===== src/design/im2row_pkg.sv =====
package im2row_pkg;

	localparam int MAX_TAPS_DEFAULT   = 64;
	localparam int COORD_BITS_DEFAULT = 12;

	localparam int CFG_INDEX_W = 3;
	localparam int CFG_DATA_W  = 24;

	localparam logic [CFG_INDEX_W-1:0] REG_INPUT_SIZE      = 3'd0;
	localparam logic [CFG_INDEX_W-1:0] REG_FILTER_SIZE     = 3'd1;
	localparam logic [CFG_INDEX_W-1:0] REG_PADDING_OFFSETS = 3'd2;
	localparam logic [CFG_INDEX_W-1:0] REG_STRIDE_PAIR     = 3'd3;
	localparam logic [CFG_INDEX_W-1:0] REG_DILATION_PAIR   = 3'd4;
	localparam logic [CFG_INDEX_W-1:0] REG_TAP_ORDER       = 3'd5;

	localparam logic [23:0] INPUT_SIZE_RST    = 24'd4097;
	localparam logic [15:0] FILTER_SIZE_RST   = 16'd257;
	localparam logic [15:0] PADDING_RST       = 16'd0;
	localparam logic [15:0] STRIDE_RST        = 16'd257;
	localparam logic [15:0] DILATION_RST      = 16'd257;
	localparam logic        TAP_ORDER_DIRECT  = 1'b1;

	typedef struct packed {
		logic [7:0]  batch_index;
		logic [11:0] out_row;
		logic [11:0] out_col;
	} tile_req_t;

	typedef struct packed {
		logic [7:0]  src_batch;
		logic [11:0] src_row;
		logic [11:0] src_col;
		logic        is_padding;
		logic [5:0]  tap_index;
		logic [23:0] tile_index;
		logic        last_tap;
	} tap_addr_t;

endpackage


===== src/design/im2row_tap_address_generator.sv =====
// Channel  Signals                          Direction  Moves
// -------  -------------------------------  ---------  --------------------------------
// in       in_valid/in_ready/in_data        input      one tile item (batch, row, col)
// out      out_valid/out_ready/out_data     output     one tap address item per tap
// cfg      cfg_valid/cfg_ready/cfg_index/   input      one register write, always taken
//          cfg_data
//
// A tile is taken only when the sequencer is idle. A setup phase follows, in which one
// shared 12x8 multiplier forms out_row*stride, out_col*stride and the flipped start offsets.
// Then one tap item per cycle unless the output stalls: min(fh*fw, MAX_TAPS) items per tile,
// or none when the filter is empty. A stalled output register holds the tap walk in place.
// Reset clears the configuration to its defaults, the tile counter to zero and all valids.
module im2row_tap_address_generator import im2row_pkg::*; #(
	parameter int MAX_TAPS   = MAX_TAPS_DEFAULT,
	parameter int COORD_BITS = COORD_BITS_DEFAULT
) (
	input  logic                   clk,
	input  logic                   arst_n,
	input  logic                   in_valid,
	output logic                   in_ready,
	input  tile_req_t              in_data,
	output logic                   out_valid,
	input  logic                   out_ready,
	output tap_addr_t              out_data,
	input  logic                   cfg_valid,
	output logic                   cfg_ready,
	input  logic [CFG_INDEX_W-1:0] cfg_index,
	input  logic [CFG_DATA_W-1:0]  cfg_data
);

	localparam int CW    = (COORD_BITS < 12) ? COORD_BITS : 12;
	localparam int AW    = 22;
	localparam int CNT_W = $clog2(MAX_TAPS + 1);
	localparam logic [11:0] CMASK = 12'((1 << CW) - 1);

	typedef enum logic [1:0] {S_IDLE, S_SETUP, S_TAPS} state_t;

	state_t state_q;

	logic [23:0] input_size_q;
	logic [15:0] filter_size_q;
	logic [15:0] padding_q;
	logic [15:0] stride_q;
	logic [15:0] dilation_q;
	logic        tap_order_q;
	logic [23:0] tile_cnt_q;

	logic [7:0]  batch_q;
	logic [11:0] orow_q;
	logic [11:0] ocol_q;
	logic [23:0] tile_q;
	logic [2:0]  step_q;
	logic [19:0] prod_q;
	logic signed [AW-1:0] x_q;
	logic signed [AW-1:0] y_q;
	logic signed [AW-1:0] colb_q;
	logic [7:0]  i_q;
	logic [7:0]  j_q;
	logic [CNT_W-1:0] cnt_q;
	logic        out_valid_q;
	tap_addr_t   out_q;

	logic [7:0]  fh, fw, sr, sc, dr, dc;
	logic [11:0] ih, iw;
	logic [11:0] mul_a;
	logic [7:0]  mul_b;
	logic [19:0] mul_p;
	logic signed [AW-1:0] prod_s;
	logic signed [AW-1:0] dr_s, dc_s;
	logic        direct;
	logic        in_image;
	logic        last;
	logic        emit;
	logic        in_acc;

	assign ih     = input_size_q[11:0];
	assign iw     = input_size_q[23:12];
	assign fh     = filter_size_q[7:0];
	assign fw     = filter_size_q[15:8];
	assign sr     = stride_q[7:0];
	assign sc     = stride_q[15:8];
	assign dr     = dilation_q[7:0];
	assign dc     = dilation_q[15:8];
	assign direct = tap_order_q;
	assign dr_s   = $signed(AW'(dr));
	assign dc_s   = $signed(AW'(dc));
	assign prod_s = $signed(AW'(prod_q));

	always_comb begin
		case (step_q)
			3'd0: begin
				mul_a = orow_q;
				mul_b = sr;
			end
			3'd1: begin
				mul_a = ocol_q;
				mul_b = sc;
			end
			3'd2: begin
				mul_a = 12'(fh - 8'd1);
				mul_b = dr;
			end
			3'd3: begin
				mul_a = 12'(fw - 8'd1);
				mul_b = dc;
			end
			default: begin
				mul_a = '0;
				mul_b = '0;
			end
		endcase
	end

	assign mul_p = mul_a * mul_b;

	assign in_image = (x_q >= 0) && (x_q < $signed(AW'(ih)))
		&& (y_q >= 0) && (y_q < $signed(AW'(iw)));
	assign last   = (cnt_q == CNT_W'(MAX_TAPS - 1))
		|| ((i_q == fh - 8'd1) && (j_q == fw - 8'd1));
	assign emit   = (state_q == S_TAPS) && (!out_valid_q || out_ready);
	assign in_acc = in_valid && in_ready;

	assign in_ready  = (state_q == S_IDLE);
	assign cfg_ready = 1'b1;
	assign out_valid = out_valid_q;
	assign out_data  = out_q;

	always_ff @(posedge clk or negedge arst_n) begin
		if (!arst_n) begin
			input_size_q  <= INPUT_SIZE_RST;
			filter_size_q <= FILTER_SIZE_RST;
			padding_q     <= PADDING_RST;
			stride_q      <= STRIDE_RST;
			dilation_q    <= DILATION_RST;
			tap_order_q   <= TAP_ORDER_DIRECT;
		end else if (cfg_valid) begin
			case (cfg_index)
				REG_INPUT_SIZE:      input_size_q  <= cfg_data;
				REG_FILTER_SIZE:     filter_size_q <= cfg_data[15:0];
				REG_PADDING_OFFSETS: padding_q     <= cfg_data[15:0];
				REG_STRIDE_PAIR:     stride_q      <= cfg_data[15:0];
				REG_DILATION_PAIR:   dilation_q    <= cfg_data[15:0];
				REG_TAP_ORDER:       tap_order_q   <= cfg_data[0];
				default: ;
			endcase
		end
	end

	always_ff @(posedge clk or negedge arst_n) begin
		if (!arst_n) begin
			state_q     <= S_IDLE;
			tile_cnt_q  <= '0;
			out_valid_q <= 1'b0;
			step_q      <= '0;
		end else begin
			if (emit)
				out_valid_q <= 1'b1;
			else if (out_ready)
				out_valid_q <= 1'b0;
			case (state_q)
				S_IDLE: begin
					if (in_acc) begin
						tile_cnt_q <= tile_cnt_q + 24'd1;
						step_q     <= '0;
						if (fh != 8'd0 && fw != 8'd0)
							state_q <= S_SETUP;
					end
				end
				S_SETUP: begin
					step_q <= step_q + 3'd1;
					if (step_q == 3'd4)
						state_q <= S_TAPS;
				end
				S_TAPS: begin
					if (emit && last)
						state_q <= S_IDLE;
				end
				default: state_q <= S_IDLE;
			endcase
		end
	end

	always_ff @(posedge clk) begin
		case (state_q)
			S_IDLE: begin
				if (in_acc) begin
					batch_q <= in_data.batch_index;
					orow_q  <= in_data.out_row & CMASK;
					ocol_q  <= in_data.out_col & CMASK;
					tile_q  <= tile_cnt_q;
					x_q     <= {{(AW-8){padding_q[7]}}, padding_q[7:0]};
					colb_q  <= {{(AW-8){padding_q[15]}}, padding_q[15:8]};
					i_q     <= '0;
					j_q     <= '0;
					cnt_q   <= '0;
				end
			end
			S_SETUP: begin
				if (step_q < 3'd4)
					prod_q <= mul_p;
				case (step_q)
					3'd1: x_q    <= x_q + prod_s;
					3'd2: colb_q <= colb_q + prod_s;
					3'd3: x_q    <= direct ? x_q : x_q + prod_s;
					3'd4: begin
						y_q    <= direct ? colb_q : colb_q + prod_s;
						colb_q <= direct ? colb_q : colb_q + prod_s;
					end
					default: ;
				endcase
			end
			S_TAPS: begin
				if (emit) begin
					out_q.src_batch  <= batch_q;
					out_q.src_row    <= in_image ? (x_q[11:0] & CMASK) : 12'd0;
					out_q.src_col    <= in_image ? (y_q[11:0] & CMASK) : 12'd0;
					out_q.is_padding <= !in_image;
					out_q.tap_index  <= 6'(cnt_q);
					out_q.tile_index <= tile_q;
					out_q.last_tap   <= last;
					cnt_q <= cnt_q + CNT_W'(1);
					if (j_q == fw - 8'd1) begin
						j_q <= '0;
						i_q <= i_q + 8'd1;
						y_q <= colb_q;
						x_q <= direct ? x_q + dr_s : x_q - dr_s;
					end else begin
						j_q <= j_q + 8'd1;
						y_q <= direct ? y_q + dc_s : y_q - dc_s;
					end
				end
			end
			default: ;
		endcase
	end

	a_cnt_bound: assert property (@(posedge clk) disable iff (!arst_n)
		state_q == S_TAPS |-> cnt_q < CNT_W'(MAX_TAPS))
		else $error("tap count past limit");

	a_tap_range: assert property (@(posedge clk) disable iff (!arst_n)
		state_q == S_TAPS |-> (i_q < fh) && (j_q < fw))
		else $error("tap position outside filter");

	a_last_idle: assert property (@(posedge clk) disable iff (!arst_n)
		emit && last |=> state_q == S_IDLE && out_valid_q && out_q.last_tap)
		else $error("last tap did not end tile");

	a_tile_inc: assert property (@(posedge clk) disable iff (!arst_n)
		in_acc |=> tile_cnt_q == $past(tile_cnt_q) + 24'd1)
		else $error("tile counter did not advance");

	a_setup_len: assert property (@(posedge clk) disable iff (!arst_n)
		state_q == S_SETUP && step_q == 3'd4 |=> state_q == S_TAPS && !$past(emit))
		else $error("setup sequence broken");

endmodule


===== config.mk =====
export PLATFORM = sky130hd
export DESIGN_NAME = im2row_tap_address_generator
export DESIGN_NICKNAME = d
export VERILOG_FILES = /design/src/design/im2row_pkg.sv /design/src/design/im2row_tap_address_generator.sv
export SDC_FILE = /design/constraint.sdc
export NUM_CORES = 1
export LEC_CHECK = 0
export BUFFER_PORTS_ARGS = -buffer_cell sky130_fd_sc_hd__buf_2
export CORE_MARGIN = 1
export CORE_UTILIZATION = 55
export DETAILED_ROUTE_END_ITERATION = 8
export PLACE_DENSITY = 0.7
export SETUP_SLACK_MARGIN = 0.5
export SLEW_MARGIN = 20
export SYNTH_ARGS = -nofsm -noshare
export SYNTH_HDL_FRONTEND = slang
export SYNTH_SLANG_ARGS = --single-unit

===== constraint.sdc =====
create_clock -name clk -period 8.47 [get_ports clk]
set_clock_uncertainty 0.1 [all_clocks]
set_input_delay 0.847 -clock clk [delete_from_list [all_inputs] [get_ports clk]]
set_output_delay 0.847 -clock clk [all_outputs]
set_load 0.02 [all_outputs]

==> results.txt, run 1 <==
The transition time of the tightest slew-check pin came out at ~1.1 ns. The endpoint identified for the worst register-to-register timing path is prod_q[19]$_DFFE_PP_. At the end of the flow, the number of nets in the layout was 2409. The fraction of registers with async set/reset came out at 34.20%. Measured along the x axis, the die boundary spans roughly 200 um.

By area the synthesized netlist is led by sky130_fd_sc_hd__edfxtp_1, sky130_fd_sc_hd__dfrtp_1, sky130_fd_sc_hd__ha_1. Buffers inserted during clock tree synthesis total 38. The area growth from synthesis to layout is 11.87%. The number of pins with negative max-slew slack in the final report came out at 0. Setup repair after global routing left no endpoint under its margin. The largest buffer count on any clock path came out at 3. The final cell count without fillers is 2680.

The share of layout cells above drive strength 1 came out at about 15%. The H-tree generated during clock tree synthesis spans 2 levels. The average via count per standard cell is slightly below 6. The initial antenna violation count came out at 0.

The worst-case hold slack is ~0.23 ns. The post-CTS setup buffer count came out at 0. Measured on the finished design, the core utilization comes to between 60% and 70%. The number of vias in the routed layout came out at between 15k and 20k.

The highest metal layer with signal wires is met4. The arrival time of data at the critical path endpoint is roughly 7.1 ns. For this run the aggregate overflow at the end of global routing stands at 0.

The critical path in this run is classified as flip-flop to flip-flop. The multi-input combinational cells in the finished layout cover a total of approximately 11000 sq um. The average wire length per cell after detail routing came out at 20.31 um. The critical path ends at prod_q[19]$_DFFE_PP_. The number of hold buffers added after CTS was 0.

The Yosys step of the flow raised 0 warnings. The sum of routed wire length over all layers is ~54 mm. The floorplan row count is 71. The via count of the first global-routing pass is ~15k. Across every metal layer, demand over resource in global routing totals between 20% and 30%. The count of maximum capacitance violations is 0. The count of flip-flops with a built-in enable after synthesis came out at about 230. The leading cell type in the layout, fill and taps excluded is sky130_fd_sc_hd__edfxtp_1. The global-route wire length before repair came out at between 80 and 90 mm. The number of synthesized register bits came out at between 300 and 400. The clock net sink count is between 300 and 400. Sequential cells were found to cover ~46% of the synthesized design area. The count of inserted antenna diode cells came out at 0. The total of buffers placed on input and output ports came out at roughly 130.

The dominant cell type by area after synthesis is sky130_fd_sc_hd__edfxtp_1. The post-DP HPWL came out at 40.59 mm. The placed cell count came out at about 2.6k. The run finished with clean final reports.

Clock-pin slew was measured on the worst setup and hold paths at about 0.060 ns. The critical path goes through inv_1, ha_1, a22oi_1, nand2_1, nand2_1, or2_2, fa_1, fa_1, inv_1, fa_1, inv_1, fa_1, inv_1, ha_1, inv_1, a21oi_1, o211ai_1, a21oi_1, a2111oi_0, nor3_1, a41oi_1, xnor2_1. The register-to-register setup slack came out at between 1.5 and 2 ns. The sum of negative setup slack is 0 ns. The number of setup violations in the final report came out at 0. The area enclosed by the die boundary is 39640 sq um.

The first-pass iteration count of the detailed router came out at 7. The largest incremental delay on the critical path came out at 0.65 ns. The number of top-level design ports came out at 131. The post-synth net total came out at between 2k and 2.5k. The worst register-to-register path begins at step_q[2]$_DFFE_PN0P_.

Entering global routing, the biggest net connects 70 pins. The hold violation count in the final report came out at 0. The most numerous cell type found on the critical path is sky130_fd_sc_hd__inv_1.

The share of the clock period used by the worst path came out at slightly above 80%. The post-layout minimum cycle time came out at about 6.9 ns. In this run the worst setup path begins at step_q[2]$_DFFE_PN0P_. The synthesized cell area came out at between 20000 and 25000 sq um. The top cell type's share of synthesized area is 32.19%.

The core region is around 38000 sq um. The critical path capture point type is a flip-flop. The count of cell types in the netlist came out at slightly above 70.

The type of the worst min-delay path is primary input to asynchronous set/reset pin. The met2 wirelength from detailed routing is approximately 25 mm. The cell count after synthesis is between 2k and 2.5k. The slowest stage of the critical path belongs to the cell sky130_fd_sc_hd__ha_1. The headroom to the max-slew limit is roughly a quarter. The storage element area is 9866 sq um. The final RePlAce weighted congestion is around 0.96. For this run, design rule violations remaining after detail routing come to 0. Clock tree synthesis selected as its root buffer the cell sky130_fd_sc_hd__clkbuf_16. The required time reported for the critical path endpoint came out at around 8.7 ns. The sum of routed wire segments on met1 is about 24 mm. The post-CTS resize count came out at 0. TritonCTS built the clock tree. The die boundary height came out at 199.1 um. STA classifies the critical path startpoint as a flip-flop. The synthesized area per cell came out at ~11 sq um. Leaving out fill and tap cells, the most frequent cells in the layout are sky130_fd_sc_hd__edfxtp_1, sky130_fd_sc_hd__nor2_1, sky130_fd_sc_hd__inv_1, sky130_fd_sc_hd__nand2_1, sky130_fd_sc_hd__ha_1. The post-route antenna net violation count is 0. The number of inserted filler cells in the final layout came out at between 3k and 4k. The most common flop cell mapped by yosys is sky130_fd_sc_hd__edfxtp_1. The peak fanout along the critical path came out at 19. The met3 wirelength from detailed routing came out at ~3.0 mm. The top achievable clock speed came out at around 140 MHz. The clock latency of the later-clocked register in the worst-skew pair is between 0.5 and 0.6 ns. In this run, the number of DRC markers left after iteration 0 of detailed routing was ~1.1k. Counting cells, the worst reg-to-reg path comes to 22. Once the floorplan was initialized, standard cells occupied between 50 and 60% of the core.
==> worst max-delay path: cells and delay by family, from the launching register on <==
family,cells,cell delay (ns)
compound gates,6,1.09
flops,1,0.47
xor+xnor,1,0.17
buf+inv,5,0.53
simple gates,4,1.24
fa+ha+maj,6,3.08
==> per-stage QoR <==
stage / worst slack (ns) / instance area (sq um)
floorplan: 2.208 / 21370
global placement: 1.794 / 22640
detailed placement: 1.612 / 22640
CTS: 1.591 / 23900
global route: 1.280 / 23900
finish: 1.552 / 23900
==> worst min path at each step <==
stage | cells after the start | start | endpoint | slack (ns)
after floorplan | 0 | tile_q[9]$_DFFE_PP_ | out_data[10]$_DFFE_PP_ | 0.30
after global placement | 0 | batch_q[5]$_DFFE_PP_ | out_data[61]$_DFFE_PP_ | 0.30
after detailed placement | 0 | tile_q[4]$_DFFE_PP_ | out_data[5]$_DFFE_PP_ | 0.30
after CTS | 1 | arst_n | input_size_q[23]$_DFFE_PN0P_ | 0.24
after global routing | 1 | arst_n | input_size_q[9]$_DFFE_PN0P_ | 0.28
final | 1 | arst_n | input_size_q[9]$_DFFE_PN0P_ | 0.23
==> layout make-up <==
cell class | instances | area share (%)
multi-input combinational | 1427 | 44.65
sequential | 348 | 41.28
clock buffer | 49 | 4.460
timing repair buffer | 154 | 3.486
tap | 511 | 2.675
inverter | 170 | 2.670
clock inverter | 21 | 0.7852
==> logic make-up after synthesis <==
family                     count (synthesis)  synth area share, %
other                                      1              0.01755
and+or+nand+nor                          579                12.89
AOI/OAI and AO/OA                        422                12.49
xor gates and xnor gates                 141                5.844
adders and majority gates                206                14.28
muxes                                     78                4.047
DFF                                      348                46.18
buffers and inverters                    239                4.257
==> metal layers <==
metal	vias to the layer above	track usage, %
met4	0	12.31
met5	-	0
li1	7394	-
met1	7685	38.95
met3	104	4.051
met2	508	44.81
==> synth_stat cells, drive strengths merged (21+ instances only) <==
cell type,n
a21o,55
a21oi,115
a31oi,21
and3,25
clkbuf,57
dfrtp,110
edfxtp,229
fa,63
ha,143
inv,168
mux2,67
nand2,156
nand3,49
nor2,176
nor3,52
o21ai,103
or2,24
xnor2,80
xor2,60
==> registers in the layout, indices dropped and copies added, names as in the netlist, 8 cells and up <==
| signal | cells |
|---|---|
| out_data | 64 |
| input_size_q | 24 |
| tile_cnt_q | 24 |
| tile_q | 24 |
| colb_q | 22 |
| x_q | 22 |
| y_q | 22 |
| prod_q | 20 |
| dilation_q | 16 |
| filter_size_q | 16 |
| padding_q | 16 |
| stride_q | 16 |
| ocol_q | 12 |
| orow_q | 12 |
| batch_q | 8 |
| i_q | 8 |
| j_q | 8 |
Power of run 1 is not shown: default switching activity piles up to over one toggle a cycle in this logic, so the estimate is an artifact.
==> run 2: changes to the inputs <==
clock period = 6.4 ns   (was 8.47 ns; I/O delays follow)
==> results.txt, run 2 (synthesis gave the netlist of run 1 again) <==
The setup slack of the critical path after layout came to 0.6215 ns (was 1.552 ns). The count of maximum capacitance violations came out at 0 (unchanged). Crit path cell chain: inv_1, ha_4, nor3b_2, xor2_1, a222oi_1, o21a_1, or2_2, fa_1, inv_1, fa_1, fa_1, inv_1, fa_1, inv_1, ha_4, nand2_1, o21ai_2, a41oi_4, a21oi_2, a21o_1, a21oi_2, xnor2_1 (was inv_1, ha_1, a22oi_1, nand2_1, nand2_1, or2_2, fa_1, fa_1, inv_1, fa_1, inv_1, fa_1, inv_1, ha_1, inv_1, a21oi_1, o211ai_1, a21oi_1, a2111oi_0, nor3_1, a41oi_1, xnor2_1). The TritonCTS buffer count came out at 39 (was 38). The placed cell count came out at 2628 (was 2609).

The startpoint type of the worst setup path was a flip-flop (unchanged). The average wire length per cell after detail routing came to 20.20 um (was 20.31 um). The CTS tree is done (unchanged). The sum of negative setup slack was 0 ns (unchanged). The global-route wire length before repair is 84.99 mm (was 85.17 mm).

The worst-path cell with the longest stage delay was sky130_fd_sc_hd__fa_1 (was sky130_fd_sc_hd__ha_1). The setup slack after placement came out at 0.1302 ns (was 1.612 ns). The overall fraction of global-route tracks in use is 28.18% (was 28.31%).

The final routed DRC violation total came out at 0 (unchanged). The number of top-level design ports is 131 (unchanged). The area of the core came out at 37930 sq um (unchanged).

The initial core utilization is 56.32% (unchanged). The clock net sink count came out at 348 (unchanged). The count of inserted antenna diode cells came out at 0 (unchanged). The number of vias in the routed layout is 15.79k (was 15.69k).

The average via count per standard cell is 5.768 (was 5.855). The final cell count without fillers was 2738 (was 2680). The number of flip-flops in the largest register is 64 (unchanged).

The master cell of the clock root buffer is sky130_fd_sc_hd__clkbuf_16 (unchanged). The sum of overflow across all layers after global routing is 0 (unchanged). The headroom to the max-slew limit was 25.92% (was 24.58%). The worst-case hold slack was 0.04239 ns (was 0.2307 ns). The largest incremental delay on the critical path came out at 0.55 ns (was 0.65 ns). The arrival time of data at the critical path endpoint came out at 5.97 ns (was 7.13 ns). The top achievable clock speed came out at 173.1 MHz (was 144.6 MHz). The post-DP HPWL was 40.53 mm (was 40.59 mm). The share of layout cells above drive strength 1 came out at 21.37% (was 15.35%). The clock-pin slew on the worst setup and hold paths came out at 0.07 ns (was 0.06 ns). The number of pins with negative max-slew slack in the final report was 0 (unchanged). The first-pass iteration count of the detailed router was 5 (was 7). The total of buffers placed on input and output ports is 129 (unchanged). Most frequent cells in the layout: sky130_fd_sc_hd__edfxtp_1, sky130_fd_sc_hd__nor2_1, sky130_fd_sc_hd__inv_1, sky130_fd_sc_hd__nand2_1, sky130_fd_sc_hd__ha_1 (unchanged). The floorplan row count came out at 71 (unchanged).

Status: complete, no violations (unchanged). The largest net degree at the start of global routing came out at 71 (was 70). The number of H-tree levels is 2 (unchanged). The number of nets in the layout came out at 2466 (was 2409). The via count of the first global-routing pass came out at 15.23k (was 15.30k).

The post-layout minimum cycle time came out at 5.778 ns (was 6.918 ns). The largest buffer count on any clock path was 3 (unchanged). The number of setup violations in the final report is 0 (unchanged). The share of the clock period used by the worst path came out at 90.29% (was 81.68%).

The type of the worst min-delay path was primary input to asynchronous set/reset pin (unchanged). The peak fanout along the critical path was 5 (was 19). The count of buffering cells on the critical path with inverters included came out at 4 (was 5). The die boundary height came out at 199.1 um (unchanged).

The dominant delay contributor by cell family on the critical path is adder cells (unchanged). The sum of routed wire length over all layers came out at 55.30 mm (was 54.43 mm). The final RePlAce weighted congestion is 0.9178 (was 0.9559).

The number of DRC violations after detailed-routing iteration 0 is 1237 (was 1124). The transition time of the tightest slew-check pin came to 1.111 ns (was 1.131 ns). The type of the worst setup path is flip-flop to flip-flop (unchanged). The post-cts hold buffer count came out at 0 (unchanged). The clock latency of the later-clocked register in the worst-skew pair came to 0.57 ns (about the same).

The hold violation count in the final report is 0 (unchanged). The horizontal die dimension came to 199.1 um (unchanged). The leading cell type in the layout, fill and taps excluded was sky130_fd_sc_hd__edfxtp_1 (unchanged). The post-route antenna net violation count is 0 (unchanged). The growth of design area from synthesis to finish is 16.64% (was 11.87%). The area enclosed by the die boundary came out at 39640 sq um (unchanged). Setup repair after global routing missed its margin: false (unchanged). The critical path capture point type is a flip-flop (unchanged).

The required time reported for the critical path endpoint came to 6.59 ns (was 8.69 ns). The initial antenna violation count is 0 (unchanged).
==> run 2: final timing paths <==
path,startpoint,end,slack [ns],depth (start not counted)
worst max-delay path,filter_size_q[9]$_DFFE_PN0P_,prod_q[16]$_DFFE_PP_,0.62,22
worst min-delay path,arst_n,input_size_q[23]$_DFFE_PN0P_,0.04,1
worst max register to register,filter_size_q[9]$_DFFE_PN0P_,prod_q[16]$_DFFE_PP_,0.62,22
worst min register to register,tile_q[12]$_DFFE_PP_,out_data[13]$_DFFE_PP_,0.31,0
max in group asynchronous,arst_n,step_q[2]$_DFFE_PN0P_,4.69,2
min in group clk,in_data[6],ocol_q[6]$_DFFE_PP_,0.14,1
==> run 2: per-layer routing <==
layer,part of all wire (%),global-route usage (%),vias to the layer above
met2,46,44.13,505
met1,44,39.77,7674
met4,4.1,11.54,0
met3,5.6,3.494,102
li1,-,-,7511
met5,0,0,-
==> run 2: per-stage QoR <==
| step | instance area, sq um | utilization, % |
|---|---|---|
| global route | 24920 | 65.70 |
| CTS | 24470 | 64.50 |
| detailed placement | 22790 | 60.07 |
| global placement | 22780 | 60.05 |
| finish | 24920 | 65.70 |
| floorplan | 21380 | - |
==> run 2: cell type report <==
class	instances	area [sq um]
clock inverter	22	257.7
inverter	170	639.4
multi-input combinational	1427	11180
fill	2980	13010
timing repair buffer	210	1279
clock buffer	50	1057
tap	511	639.4
sequential	348	9868
==> run 2: what timing repair did <==
item                       in CTS  in global routing
pin swaps                      22                 34
buffers inserted               19                 19
gates resized for setup        53                 64
setup endpoints to repair       8                  7
gates cloned                    0                  0
Power of run 2 is left out for the same reason.
